**src/sv/abs_pkg.sv**
```systemverilog
// ----------------------------------------------------------------------------
// abs_pkg: shared types and constants of the alternating-bit sender
// Input beat, result beat, front-to-back command and store write port.
// ----------------------------------------------------------------------------
package abs_pkg;

  localparam int LEN_W  = 7;   // holds a packet length up to 127
  localparam int ADDR_W = 6;   // addresses a store of up to 64 bytes

  typedef enum logic [1:0] {
    ACT_BYTE  = 2'd0,
    ACT_ACK   = 2'd1,
    ACT_TIMER = 2'd2,
    ACT_NONE  = 2'd3
  } act_t;

  localparam logic OUT_BYTE = 1'b0;
  localparam logic OUT_STOP = 1'b1;

  typedef enum logic {
    CMD_EMIT = 1'b0,
    CMD_STOP = 1'b1
  } cmd_kind_t;

  typedef enum logic [1:0] {
    B_IDLE  = 2'd0,
    B_FETCH = 2'd1,
    B_EMIT  = 2'd2
  } bst_t;

  typedef struct packed {
    act_t               action;
    logic signed [7:0]  data_byte;
    logic               byte_last;
    logic signed [31:0] ack_seq;
    logic signed [31:0] ack_number;
    logic signed [31:0] ack_check;
  } in_t;

  typedef struct packed {
    logic               out_kind;
    logic               pkt_seq;
    logic signed [31:0] pkt_check;
    logic signed [7:0]  pkt_byte;
    logic               run_last;
  } out_t;

  typedef struct packed {
    cmd_kind_t         kind;
    logic              seq;
    logic [31:0]       check;
    logic [LEN_W-1:0]  len;
  } cmd_t;

  typedef struct packed {
    logic              en;
    logic [ADDR_W-1:0] addr;
    logic [7:0]        data;
  } wr_t;

  typedef struct packed {
    logic q_full;
    logic q_empty;
    logic back_idle;
  } stat_t;

endpackage

```
**src/sv/abs_front.sv**
```systemverilog
// ----------------------------------------------------------------------------
// abs_front: input side of the alternating-bit sender
// Classifies beats, tracks the protocol phase, stores and sums the message,
// checks acks and queues emit / stop commands for the back end.
// ----------------------------------------------------------------------------
module abs_front #(
  parameter int PAYLOAD_BYTES = 20
) (
  input  logic          clk,
  input  logic          rst_n,
  input  logic          in_valid,
  output logic          in_ready,
  input  abs_pkg::in_t  in_data,
  input  abs_pkg::stat_t stat,
  output logic          push,
  output abs_pkg::cmd_t cmd,
  output abs_pkg::wr_t  wr
);
  import abs_pkg::*;

  localparam int LW = $clog2(PAYLOAD_BYTES + 1);

  logic          seq_r, seq_nxt;
  logic          wait_r, wait_nxt;
  logic [LW-1:0] idx_r, idx_nxt;
  logic [31:0]   sum_r, sum_nxt;
  logic          taken_r, taken_nxt;
  logic [31:0]   check_r, check_nxt;
  logic [LW-1:0] len_r, len_nxt;

  logic          acc;
  logic          taken_now;
  logic          room;
  logic [31:0]   sum_add;
  logic [LW-1:0] idx_inc;
  logic [31:0]   check_new;
  logic          ack_ok;

  assign in_ready = !stat.q_full &&
                    (in_data.action != ACT_BYTE || (stat.q_empty && stat.back_idle));
  assign acc = in_valid && in_ready;

  always_comb begin
    taken_now = (idx_r == '0) ? !wait_r : taken_r;
    room      = idx_r < LW'(PAYLOAD_BYTES);
    sum_add   = (taken_now && room) ?
                sum_r + {{24{in_data.data_byte[7]}}, in_data.data_byte} : sum_r;
    idx_inc   = room ? idx_r + 1'b1 : idx_r;
    check_new = ~({31'd0, seq_r} + sum_add);
    ack_ok    = (~(in_data.ack_seq + in_data.ack_number) == in_data.ack_check) &&
                (in_data.ack_number == {31'd0, seq_r});
  end

  always_comb begin
    seq_nxt   = seq_r;
    wait_nxt  = wait_r;
    idx_nxt   = idx_r;
    sum_nxt   = sum_r;
    taken_nxt = taken_r;
    check_nxt = check_r;
    len_nxt   = len_r;
    push      = 1'b0;
    cmd       = '0;
    wr        = '0;
    if (acc) begin
      unique case (in_data.action)
        ACT_BYTE: begin
          if (taken_now && room) begin
            wr.en   = 1'b1;
            wr.addr = ADDR_W'(idx_r);
            wr.data = in_data.data_byte;
          end
          if (!in_data.byte_last) begin
            idx_nxt   = idx_inc;
            taken_nxt = taken_now;
            sum_nxt   = sum_add;
          end else begin
            idx_nxt   = '0;
            taken_nxt = 1'b0;
            sum_nxt   = '0;
            if (taken_now) begin
              check_nxt = check_new;
              len_nxt   = idx_inc;
              wait_nxt  = 1'b1;
              push      = 1'b1;
              cmd.kind  = CMD_EMIT;
              cmd.seq   = seq_r;
              cmd.check = check_new;
              cmd.len   = LEN_W'(idx_inc);
            end
          end
        end
        ACT_ACK: begin
          if (wait_r && ack_ok) begin
            seq_nxt   = !seq_r;
            wait_nxt  = 1'b0;
            push      = 1'b1;
            cmd.kind  = CMD_STOP;
            cmd.seq   = seq_r;
          end
        end
        ACT_TIMER: begin
          if (wait_r) begin
            push      = 1'b1;
            cmd.kind  = CMD_EMIT;
            cmd.seq   = seq_r;
            cmd.check = check_r;
            cmd.len   = LEN_W'(len_r);
          end
        end
        ACT_NONE: begin
        end
        default: begin
        end
      endcase
    end
  end

  always_ff @(posedge clk) begin
    if (!rst_n) begin
      seq_r   <= 1'b0;
      wait_r  <= 1'b0;
      idx_r   <= '0;
      sum_r   <= '0;
      taken_r <= 1'b0;
      check_r <= '0;
      len_r   <= '0;
    end else begin
      seq_r   <= seq_nxt;
      wait_r  <= wait_nxt;
      idx_r   <= idx_nxt;
      sum_r   <= sum_nxt;
      taken_r <= taken_nxt;
      check_r <= check_nxt;
      len_r   <= len_nxt;
    end
  end

endmodule

```
**src/sv/abs_queue.sv**
```systemverilog
// ----------------------------------------------------------------------------
// abs_queue: two-entry command queue between front and back
// ----------------------------------------------------------------------------
module abs_queue (
  input  logic          clk,
  input  logic          rst_n,
  input  logic          push,
  input  abs_pkg::cmd_t din,
  input  logic          pop,
  output abs_pkg::cmd_t dout,
  output logic          full,
  output logic          empty
);
  import abs_pkg::*;

  cmd_t       slot_r [2];
  logic       wp_r, wp_nxt;
  logic       rp_r, rp_nxt;
  logic [1:0] cnt_r, cnt_nxt;

  assign full  = cnt_r == 2'd2;
  assign empty = cnt_r == 2'd0;
  assign dout  = slot_r[rp_r];

  always_comb begin
    wp_nxt  = push ? !wp_r : wp_r;
    rp_nxt  = pop ? !rp_r : rp_r;
    cnt_nxt = cnt_r + {1'b0, push} - {1'b0, pop};
  end

  always_ff @(posedge clk) begin
    if (push) begin
      slot_r[wp_r] <= din;
    end
  end

  always_ff @(posedge clk) begin
    if (!rst_n) begin
      wp_r  <= 1'b0;
      rp_r  <= 1'b0;
      cnt_r <= 2'd0;
    end else begin
      wp_r  <= wp_nxt;
      rp_r  <= rp_nxt;
      cnt_r <= cnt_nxt;
    end
  end

endmodule

```
**src/sv/abs_back.sv**
```systemverilog
// ----------------------------------------------------------------------------
// abs_back: output side of the alternating-bit sender
// Holds the payload store, plays queued commands out as packet runs or
// stop beats through a registered output stage.
// ----------------------------------------------------------------------------
module abs_back #(
  parameter int PAYLOAD_BYTES = 20
) (
  input  logic          clk,
  input  logic          rst_n,
  input  abs_pkg::wr_t  wr,
  input  abs_pkg::cmd_t head,
  input  logic          q_empty,
  output logic          pop,
  output logic          back_idle,
  output logic          out_valid,
  input  logic          out_ready,
  output abs_pkg::out_t out_data
);
  import abs_pkg::*;

  localparam int AW = (PAYLOAD_BYTES > 1) ? $clog2(PAYLOAD_BYTES) : 1;

  logic [7:0]    mem [PAYLOAD_BYTES];
  logic [7:0]    rd_q;
  logic [AW-1:0] rd_addr;

  bst_t          state_r, state_nxt;
  logic [AW-1:0] idx_r, idx_nxt;
  cmd_t          cmd_r, cmd_nxt;
  logic          out_valid_r;
  out_t          out_r, out_nxt;

  logic          out_free;
  logic          load;
  logic          is_last;
  logic [7:0]    byte_sel;

  assign out_free  = !out_valid_r || out_ready;
  assign is_last   = idx_r == AW'(PAYLOAD_BYTES - 1);
  assign byte_sel  = (LEN_W'(idx_r) < cmd_r.len) ? rd_q : 8'd0;
  assign back_idle = state_r == B_IDLE;
  assign out_valid = out_valid_r;
  assign out_data  = out_r;

  always_comb begin
    state_nxt = state_r;
    unique case (state_r)
      B_IDLE:  if (!q_empty && head.kind == CMD_EMIT) state_nxt = B_FETCH;
      B_FETCH: state_nxt = B_EMIT;
      B_EMIT:  if (out_free && is_last) state_nxt = B_IDLE;
      default: state_nxt = B_IDLE;
    endcase
  end

  always_comb begin
    pop     = 1'b0;
    load    = 1'b0;
    out_nxt = out_r;
    idx_nxt = idx_r;
    cmd_nxt = cmd_r;
    rd_addr = idx_r;
    unique case (state_r)
      B_IDLE: begin
        if (!q_empty) begin
          if (head.kind == CMD_STOP) begin
            if (out_free) begin
              pop               = 1'b1;
              load              = 1'b1;
              out_nxt.out_kind  = OUT_STOP;
              out_nxt.pkt_seq   = head.seq;
              out_nxt.pkt_check = '0;
              out_nxt.pkt_byte  = '0;
              out_nxt.run_last  = 1'b1;
            end
          end else begin
            pop     = 1'b1;
            cmd_nxt = head;
            idx_nxt = '0;
          end
        end
      end
      B_FETCH: begin
      end
      B_EMIT: begin
        if (out_free) begin
          load              = 1'b1;
          out_nxt.out_kind  = OUT_BYTE;
          out_nxt.pkt_seq   = cmd_r.seq;
          out_nxt.pkt_check = cmd_r.check;
          out_nxt.pkt_byte  = byte_sel;
          out_nxt.run_last  = is_last;
          if (!is_last) begin
            idx_nxt = idx_r + 1'b1;
            rd_addr = idx_r + 1'b1;
          end
        end
      end
      default: begin
      end
    endcase
  end

  always_ff @(posedge clk) begin
    if (wr.en) begin
      mem[wr.addr[AW-1:0]] <= wr.data;
    end
    rd_q <= mem[rd_addr];
  end

  always_ff @(posedge clk) begin
    idx_r <= idx_nxt;
    cmd_r <= cmd_nxt;
    out_r <= out_nxt;
  end

  always_ff @(posedge clk) begin
    if (!rst_n) begin
      state_r     <= B_IDLE;
      out_valid_r <= 1'b0;
    end else begin
      state_r <= state_nxt;
      if (load) begin
        out_valid_r <= 1'b1;
      end else if (out_ready) begin
        out_valid_r <= 1'b0;
      end
    end
  end

endmodule

```
**src/sv/alternating_bit_sender_top.sv**
```systemverilog
// ----------------------------------------------------------------------------
// alternating_bit_sender_top: alternating-bit protocol sender
// Input beats carry message bytes, acks or timer expiries; result beats
// carry packet bytes (a run implies a timer start) or a stop-timer command.
//
// Usage:
//   in_*  : valid/ready. A message byte beat is taken one per cycle while no
//           packet run is queued or playing out; ack and timer beats are
//           taken whenever the two-entry command queue has room.
//   out_* : valid/ready behind an output register. A packet run is
//           PAYLOAD_BYTES beats, one per cycle when out_ready stays high,
//           starting after the queue pop and the store read-ahead. A stop
//           beat passes through the queue and the output register.
//   Rate  : one packet byte per cycle while out_ready stays high, set by the
//           single read port of the payload store; a run start adds the queue
//           pop and the store read-ahead.
//   Stall : out_ready low holds the current result beat; the back end stops,
//           the queue fills and in_ready drops once it is full.
//   Reset : idle expecting sequence 0, sums and lengths cleared; the payload
//           store is not cleared.
// ----------------------------------------------------------------------------
module alternating_bit_sender_top #(
  parameter int PAYLOAD_BYTES = 20
) (
  input  logic          clk,
  input  logic          rst_n,
  input  logic          in_valid,
  output logic          in_ready,
  input  abs_pkg::in_t  in_data,
  output logic          out_valid,
  input  logic          out_ready,
  output abs_pkg::out_t out_data
);
  import abs_pkg::*;

  stat_t stat;
  logic  push;
  logic  pop;
  cmd_t  cmd;
  cmd_t  head;
  wr_t   wr;
  logic  q_full;
  logic  q_empty;
  logic  back_idle;

  assign stat.q_full    = q_full;
  assign stat.q_empty   = q_empty;
  assign stat.back_idle = back_idle;

  abs_front #(
    .PAYLOAD_BYTES(PAYLOAD_BYTES)
  ) u_front (
    .clk      (clk),
    .rst_n    (rst_n),
    .in_valid (in_valid),
    .in_ready (in_ready),
    .in_data  (in_data),
    .stat     (stat),
    .push     (push),
    .cmd      (cmd),
    .wr       (wr)
  );

  abs_queue u_queue (
    .clk   (clk),
    .rst_n (rst_n),
    .push  (push),
    .din   (cmd),
    .pop   (pop),
    .dout  (head),
    .full  (q_full),
    .empty (q_empty)
  );

  abs_back #(
    .PAYLOAD_BYTES(PAYLOAD_BYTES)
  ) u_back (
    .clk       (clk),
    .rst_n     (rst_n),
    .wr        (wr),
    .head      (head),
    .q_empty   (q_empty),
    .pop       (pop),
    .back_idle (back_idle),
    .out_valid (out_valid),
    .out_ready (out_ready),
    .out_data  (out_data)
  );

  a_no_overflow: assert property (@(posedge clk) disable iff (!rst_n)
    push |-> !q_full)
    else $error("command pushed into a full queue");

  a_store_quiet: assert property (@(posedge clk) disable iff (!rst_n)
    wr.en |-> (q_empty && back_idle))
    else $error("payload store written while a run is pending");

  a_stop_form: assert property (@(posedge clk) disable iff (!rst_n)
    (out_valid && out_data.out_kind == OUT_STOP) |->
      (out_data.run_last && out_data.pkt_byte == 8'sd0 && out_data.pkt_check == 32'sd0))
    else $error("malformed stop beat");

endmodule
```
**config.mk**
```make
export PLATFORM = sky130hd
export DESIGN_NAME = alternating_bit_sender_top
export DESIGN_NICKNAME = d
export VERILOG_FILES = /design/src/sv/abs_pkg.sv /design/src/sv/abs_front.sv /design/src/sv/abs_queue.sv /design/src/sv/abs_back.sv /design/src/sv/alternating_bit_sender_top.sv
export SDC_FILE = /design/constraint.sdc
export NUM_CORES = 1
export LEC_CHECK = 0
export BUFFER_PORTS_ARGS = -buffer_cell sky130_fd_sc_hd__buf_2
export CORE_UTILIZATION = 60
export DETAILED_ROUTE_END_ITERATION = 7
export PLACE_DENSITY = 0.76
export SLEW_MARGIN = 20
export SYNTH_ARGS = -nofsm -noshare
export SYNTH_HDL_FRONTEND = slang
export SYNTH_SLANG_ARGS = --single-unit
```
**constraint.sdc**
```tcl
create_clock -name clk -period 8.1 [get_ports clk]
set_input_delay 0.81 -clock clk [delete_from_list [all_inputs] [get_ports clk]]
set_output_delay 0.81 -clock clk [all_outputs]
set_load 0.02 [all_outputs]
```
==> impl_metrics.py, run 1 <==
metrics = {
    "run_status": {
        "status": "complete, but fails checks",
        "failed_checks": "DRC",
    },
    "grt": {
        "grt_pass1_wl_um": 81100,
        "track_usage_pct": 28.1,
        "grt.overflow.total": 0,
        "antenna_found_initial": 2,
        "grt_pass1_vias": 15000,
        "grt_max_degree": 70,
    },
    "detailed_routing": {
        "avgRoutedWirePerCell_um": 20.5,
        "wl_um": 51800,
        "viasPerCell": 6.22,
        "dr.first_iter.drc_count": 1473,
        "drc": 14,
        "ant_nets": 0,
        "dr.pass1.iters": 8,
        "vias": 15700,
    },
    "synth": {
        "ys.flop_type": "edfxtp_1",
        "ys_types": 112,
        "synthCells": 1902,
        "yosys_warnings": 0,
        "syn-num-nets": 2088,
        "synth-async-reset-ratio_pct": 0,
        "seq_area_frac_synth_pct": 52.9,
        "avgSynthCellArea_um2": 11.5,
        "netlist_area_mm2": 0.0219,
        "synth_edf_count": 324,
        "synth_seq_cells": 417,
    },
    "floorplan": {
        "floorplan.initialDensity_pct": 61.2,
        "die_y_um": 193,
        "die_area_mm2": 0.0373,
        "core-area_mm2": 0.0357,
        "rows": 69,
        "die_width_um": 193,
        "io_pins": 156,
    },
    "setup_path": {
        "critPathRequiredTime_ns": 8.38,
        "criticalPathCategory": "reg2reg",
        "reg2reg_from": "u_front.idx_r[0]$_SDFFE_PN0P_",
        "start_kind": "flop",
        "worstRegToRegCells": 16,
        "crit_end": "u_queue.slot_r[0][35]$_DFFE_PP_",
        "path_max_fanout": 54,
        "timing.rr.end": "u_queue.slot_r[0][35]$_DFFE_PP_",
        "startpoint": "u_front.idx_r[0]$_SDFFE_PN0P_",
        "endpoint_kind": "flop",
        "reg2reg_slack_ns": 3.11,
        "worstPathArrival_ns": 5.27,
    },
    "sta": {
        "rsz0062_at_grt": "no",
        "slew_violations": 0,
        "finalSetupTns_ns": 0,
        "finalSetupViolCount": 0,
        "worstMarginPinSlew_ns": 1.11,
        "fin_crit_ns": 4.99,
        "timing_hold_violations_final": 0,
        "max_slew_margin_pct": 26.0,
        "fin_skew_ns": 0.0229,
        "post-route-period-util_pct": 61.6,
        "fmax_mhz": 200,
    },
    "layout": {
        "nets": 2219,
        "n_antenna_cell": 0,
        "stdcell_area_mm2": 0.0244,
        "drive_above_1_share_pct": 19.8,
        "post-route-util_pct": 68.2,
        "synthToLayoutAreaGrowth_pct": 11.4,
    },
    "power_and_ir_drop": {
        "power.density_mw_per_mm2": 252,
        "p_leak_nw": 8.83,
        "finalPower_w": 0.00614,
        "irDropWorstVdd_uv": 153,
    },
    "clock_network": {
        "postCtsSetupBuffers": 0,
        "numCtsBuffers": 41,
        "cts-root-buf": "clkbuf_16",
        "clock_latency_ns": 0.55,
        "clk_pin_slew_ns": 0.07,
        "cts_resized": 0,
        "cts_hold_buf": 0,
        "clockBufferDepth": 3,
        "cts_tree": "built",
        "htreeDepth": 2,
        "cts.sinks": 417,
    },
    "job": {
        "cap_violations": 0,
    },
    "worst_hold_path": {
        "hp-start": "u_front.check_r[28]$_SDFFE_PN0P_",
        "holdCritPathClass": "reg2reg",
        "hold_path_depth": 2,
    },
    "placed_design": {
        "hpwl_um": 36100,
        "place_area_mm2": 0.0230,
        "portBuffers": 155,
        "gp_congestion": 0.971,
    },
}
==> through the flow <==
stage	worst slack (ns)	hold slack (ns)	cells
after CTS	2.98	0.455	2525
after floorplan	2.26	0.436	1902
final	3.11	0.455	2526
after global routing	2.85	0.495	2526
after detailed placement	2.44	0.447	2450
after global placement	2.61	0.441	2450
==> synth_stat cells, types with 11 or more instances <==
master,n,area share [%]
a211oi_1,29,0.99
a21o_1,25,0.86
a21oi_1,118,2.7
a22oi_1,35,1.2
and2_1,49,1.4
and3_1,15,0.43
buf_2,14,0.32
clkbuf_1,59,1.0
dfxtp_1,93,8.5
edfxtp_1,324,44
ha_1,73,4.2
inv_1,38,0.65
mux2_2,48,2.5
mux2i_1,23,1.1
mux4_2,40,4.1
nand2_1,119,2.0
nand2b_1,17,0.49
nand3_1,41,0.94
nand4_1,28,0.80
nor2_1,221,3.8
nor2b_1,17,0.49
nor3_1,50,1.1
nor4_1,19,0.54
o211ai_1,11,0.38
o21a_1,12,0.41
o21ai_0,57,1.3
xnor2_1,68,2.7
xor2_1,29,1.2
==> final cells by class <==
class / count / area (um^2)
clock inverters: 23 / 277
multi-input cells: 1355 / 9760
flip-flops and latches: 417 / 11600
fillers: 2605 / 11400
repair buffers: 179 / 968
inverters: 39 / 146
well taps: 461 / 577
clock buffers: 52 / 1070
==> report_power, final <==
group	internal (W)	switching, W
registers	0.00256	0.0000801
logic	0.000642	0.000940
clock network	0.00113	0.000788
==> flip-flops by register name, summed over array words and instances, names as in the netlist, 2 cells and up, named ones only <==
name,flops
u_back.cmd_r,38
u_back.idx_r,5
u_back.mem,160
u_back.out_data,43
u_back.rd_q,8
u_back.state_r,2
u_front.check_r,32
u_front.idx_r,5
u_front.len_r,5
u_front.sum_r,32
u_queue.cnt_r,2
u_queue.slot_r,78
==> routing by layer <==
layer / vias to the layer above / wire length (um) / global-route usage (%)
li1: 7454 / - / -
met1: 7498 / 22500 / 40.2
met2: 664 / 24200 / 45.0
met3: 95 / 3900 / 4.16
met4: 4 / 1170 / 7.81
met5: - / 27 / 0
==> critical path: stages (launching register included) <==
cell	delay, ns
dfxtp_1	0.60
inv_1	0.16
ha_1	0.31
a21o_2	0.31
nand2_2	0.10
buf_4	0.48
nand2_1	0.12
nand2_1	0.11
ha_1	0.19
ha_1	0.19
o221ai_1	0.21
nor4_2	0.35
nand4_1	0.27
nor4_4	0.35
nand3_2	0.19
or4_1	0.47
a32o_1	0.31
==> cells in the final DEF, fill, tap and decap left out, types with 7 or more instances in the layout <==
cell	netlist	layout
ha_1	73	73
buf_4	2	23
nand4_1	28	28
nor3_1	50	48
o21bai_1	7	7
nor2b_1	17	17
dfxtp_1	93	93
edfxtp_1	324	324
buf_2	14	155
o21a_1	12	12
mux2i_1	23	22
nor2_1	221	216
a31oi_1	10	10
nand2b_1	17	17
xnor2_1	68	66
nor4_1	19	19
and2_1	49	49
o211ai_1	11	11
a211oi_1	29	29
a22oi_1	35	35
nand3_1	41	41
mux2_2	48	48
xor2_1	29	29
clkinv_2	0	8
a21o_1	25	25
o21ai_0	57	57
or3_1	7	7
nor3b_1	8	8
inv_1	38	37
nand2_1	119	119
a21oi_1	118	118
clkbuf_16	0	41
or2_2	7	7
a22o_1	10	10
clkbuf_1	59	11
and3_1	15	15
o31ai_1	8	8
nand3b_1	7	7
mux4_2	40	40
==> cell families after synthesis <==
kind of cell / after synthesis / share of synthesized area [%]
mux: 111 / 7.64
flops: 417 / 52.9
compound gates: 426 / 13.6
buf+inv: 130 / 2.74
xor+xnor: 97 / 3.88
fa+ha+maj: 75 / 4.36
simple gates: 646 / 14.8
==> how the worst min path moves through the flow <==
| stage | to | slack (ns) |
|---|---|---|
| after floorplan | u_front.check_r[28]$_SDFFE_PN0P_ | 0.44 |
| after global placement | u_front.check_r[14]$_SDFFE_PN0P_ | 0.44 |
| after detailed placement | u_front.check_r[18]$_SDFFE_PN0P_ | 0.45 |
| after CTS | u_front.check_r[18]$_SDFFE_PN0P_ | 0.45 |
| after global routing | u_front.len_r[0]$_SDFFE_PN0P_ | 0.50 |
| final | u_front.check_r[28]$_SDFFE_PN0P_ | 0.46 |
No activity file was read; power rests on OpenSTA's default activity.
==> run 2: changes to the inputs <==
--- a/config.mk
+++ b/config.mk
@@ -5,10 +5,11 @@
 export SDC_FILE = /design/constraint.sdc
 export NUM_CORES = 1
 export LEC_CHECK = 0
+export ABC_AREA = 1
 export BUFFER_PORTS_ARGS = -buffer_cell sky130_fd_sc_hd__buf_2
-export CORE_UTILIZATION = 60
+export CORE_UTILIZATION = 56
 export DETAILED_ROUTE_END_ITERATION = 7
-export PLACE_DENSITY = 0.76
+export PLACE_DENSITY = 0.75
 export SLEW_MARGIN = 20
 export SYNTH_ARGS = -nofsm -noshare
 export SYNTH_HDL_FRONTEND = slang
==> constraint.sdc (replaced) <==
create_clock -name clk -period 4.3 [get_ports clk]
set_input_delay 0.43 -clock clk [delete_from_list [all_inputs] [get_ports clk]]
set_output_delay 0.43 -clock clk [all_outputs]
set_load 0.02 [all_outputs]
==> impl_metrics.py, run 2 <==
metrics = {
    "run_status": {
        "status": "finished, final reports clean",
    },
    "clock_network": {
        "clk_pin_slew_ns": 0.07,
        "postCtsSetupBuffers": 0,
        "cts_tree": "built",
        "cts_hold_buf": 0,
        "cts_resized": 0,
        "cts-root-buf": "clkbuf_16",
        "htreeDepth": 2,
        "cts.sinks": 417,
        "clock_latency_ns": 0.54,
        "clockBufferDepth": 3,
        "numCtsBuffers": 40,
    },
    "synth": {
        "synthCells": 2767,
        "seq_area_frac_synth_pct": 50.2,
        "synth_area_leaders": "edfxtp_1 42%, nand2_1 11%, dfxtp_1 8.1%",
        "synth_edf_count": 324,
        "yosysMostFrequentCell": "nand2_1",
        "synth-async-reset-ratio_pct": 0,
        "syn-num-nets": 2953,
        "synthTopCellsByCount": "655 x nand2_1, 414 x nor2_1, 342 x inv_1",
        "synth_seq_cells": 417,
        "ys_types": 51,
        "ys.flop_type": "edfxtp_1",
        "netlist_area_mm2": 0.0231,
        "yosys_warnings": 0,
        "synth_top_area_share_pct": 42.1,
        "avgSynthCellArea_um2": 8.34,
        "yosysTopAreaCell": "edfxtp_1",
    },
    "setup_path": {
        "startpoint": "u_front.sum_r[0]$_SDFFE_PN0P_",
        "critPathRequiredTime_ns": 4.56,
        "worstPathArrival_ns": 4.08,
        "criticalPathCategory": "reg2reg",
        "start_kind": "flop",
        "endpoint_kind": "flop",
        "reg2reg_from": "u_front.sum_r[0]$_SDFFE_PN0P_",
        "path_max_fanout": 6,
    },
    "sta": {
        "timing_hold_violations_final": 0,
        "fin_crit_ns": 3.81,
        "fmax_mhz": 262,
        "fin_skew_ns": 0.0167,
        "post-route-period-util_pct": 88.7,
        "rsz0062_at_grt": "no",
        "max_slew_margin_pct": 27.8,
        "finalSetupTns_ns": 0,
        "worstMarginPinSlew_ns": 1.08,
        "slew_violations": 0,
        "finalSetupViolCount": 0,
    },
    "floorplan": {
        "die_y_um": 205,
        "die_area_mm2": 0.0420,
        "floorplan.initialDensity_pct": 56.7,
        "core-area_mm2": 0.0407,
        "die_width_um": 205,
        "io_pins": 156,
        "rows": 74,
    },
    "power_and_ir_drop": {
        "power.density_mw_per_mm2": 483,
        "irDropWorstVdd_uv": 320,
        "p_leak_nw": 11.2,
        "finalPower_w": 0.0125,
    },
    "placed_design": {
        "post-place-cells": 3414,
        "portBuffers": 155,
        "gp_congestion": 0.957,
        "hpwl_um": 44000,
        "place_area_mm2": 0.0246,
    },
    "job": {
        "cap_violations": 0,
    },
    "detailed_routing": {
        "dr.pass1.iters": 6,
        "viasPerCell": 5.50,
        "avgRoutedWirePerCell_um": 17.1,
        "dr.first_iter.drc_count": 1855,
        "vias": 19200,
        "ant_nets": 0,
        "wl_um": 59700,
        "drc": 0,
    },
    "worst_hold_path": {
        "holdCritPathClass": "in2reg",
        "hp-start": "in_data[96]",
    },
    "layout": {
        "finalNonFillerCells": 3489,
        "drive_above_1_share_pct": 12.9,
        "stdcell_area_mm2": 0.0260,
        "largest_reg_flops": 160,
        "final_common_cell": "nand2_1",
        "final_cell_mix": "655 x nand2_1, 410 x nor2_1, 342 x inv_1, 324 x edfxtp_1, 155 x buf_2",
        "nets": 3110,
        "nFillCells": 3449,
        "synthToLayoutAreaGrowth_pct": 12.6,
    },
    "grt": {
        "grt_pass1_vias": 18200,
        "grt.overflow.total": 0,
        "grt_pass1_wl_um": 94500,
        "grt_max_degree": 81,
        "antenna_found_initial": 2,
        "track_usage_pct": 28.6,
    },
}
==> run 2: metrics by stage <==
step | hold WS (ns) | worst slack [ns] | util, %
floorplan | 0.425 | 0.330 | -
global placement | 0.436 | 0.463 | 60.3
detailed placement | 0.449 | 0.392 | 60.3
CTS | 0.179 | 0.525 | 63.8
global route | 0.199 | 0.244 | 63.8
finish | 0.204 | 0.486 | 63.8
==> run 2: per-layer routing <==
layer | GRT usage [%] | vias to the layer above | share of wire (%)
met5 | 0 | - | 0.028
li1 | - | 9462 | -
met4 | 7.67 | 2 | 2.3
met3 | 3.44 | 88 | 7.2
met2 | 45.7 | 817 | 45
met1 | 41.2 | 8836 | 45
==> run 2: kinds of logic (layout without fill, tap and decap cells) <==
group                    count (synthesis)  after routing  synth area share [%]
AND/OR/NAND/NOR                       1346           1346                  24.8
buffers and inverters                  429            618                  7.18
flip-flops                             417            417                  50.2
AO/OA/AOI/OAI                          408            408                  9.75
adder cells (fa/ha/maj)                 75             75                  4.13
XOR/XNOR                                54             54                  2.08
multiplexers                            38             38                  1.85
other                                    0              1                     0
==> run 2: where the power goes <==
part / leakage (nW) / switching, W / internal (W)
clock: 0.696 / 0.00148 / 0.00229
combinational: 6.72 / 0.00259 / 0.00114
sequential: 3.79 / 0.000181 / 0.00487
==> run 2: final cells by class <==
cell class / count / area (um^2) / share of cell area (%)
clock buffers: 52 / 1130 / 4.34
repair buffers: 190 / 1080 / 4.14
well taps: 532 / 666 / 2.56
diodes: 1 / 2.50 / 0.00962
inverters: 354 / 1330 / 5.11
multi-input cells: 1921 / 9900 / 38.1
clock inverters: 22 / 309 / 1.19
flip-flops and latches: 417 / 11600 / 44.6
==> run 2: worst paths after layout <==
kind                                           to  slack (ns)  cells after the start
hold / removal       u_front.taken_r$_SDFFE_PN0P_        0.20                      4
setup reg to reg  u_queue.slot_r[0][22]$_DFFE_PP_        0.49                     20
setup / recovery  u_queue.slot_r[0][22]$_DFFE_PP_        0.49                     20
hold reg to reg      u_front.taken_r$_SDFFE_PN0P_        0.47                      2
==> run 2: worst max-delay path, stage by stage (launching register included) <==
cell and delay [ns]:
dfxtp_1 0.41, ha_1 0.24, inv_1 0.08, fa_1 0.42, nand3b_1 0.17, nand2_1 0.16, nand2_1 0.07, nand2_1 0.14
nand2_1 0.07, nand2_1 0.10, nor2_1 0.05, o21ai_0 0.31, nand2_1 0.21, nor2_2 0.28, nand2_1 0.17, nor2_1 0.21
nand2_1 0.09, nand2_1 0.06, o21ai_1 0.08, a22oi_1 0.15, nor2_1 0.08
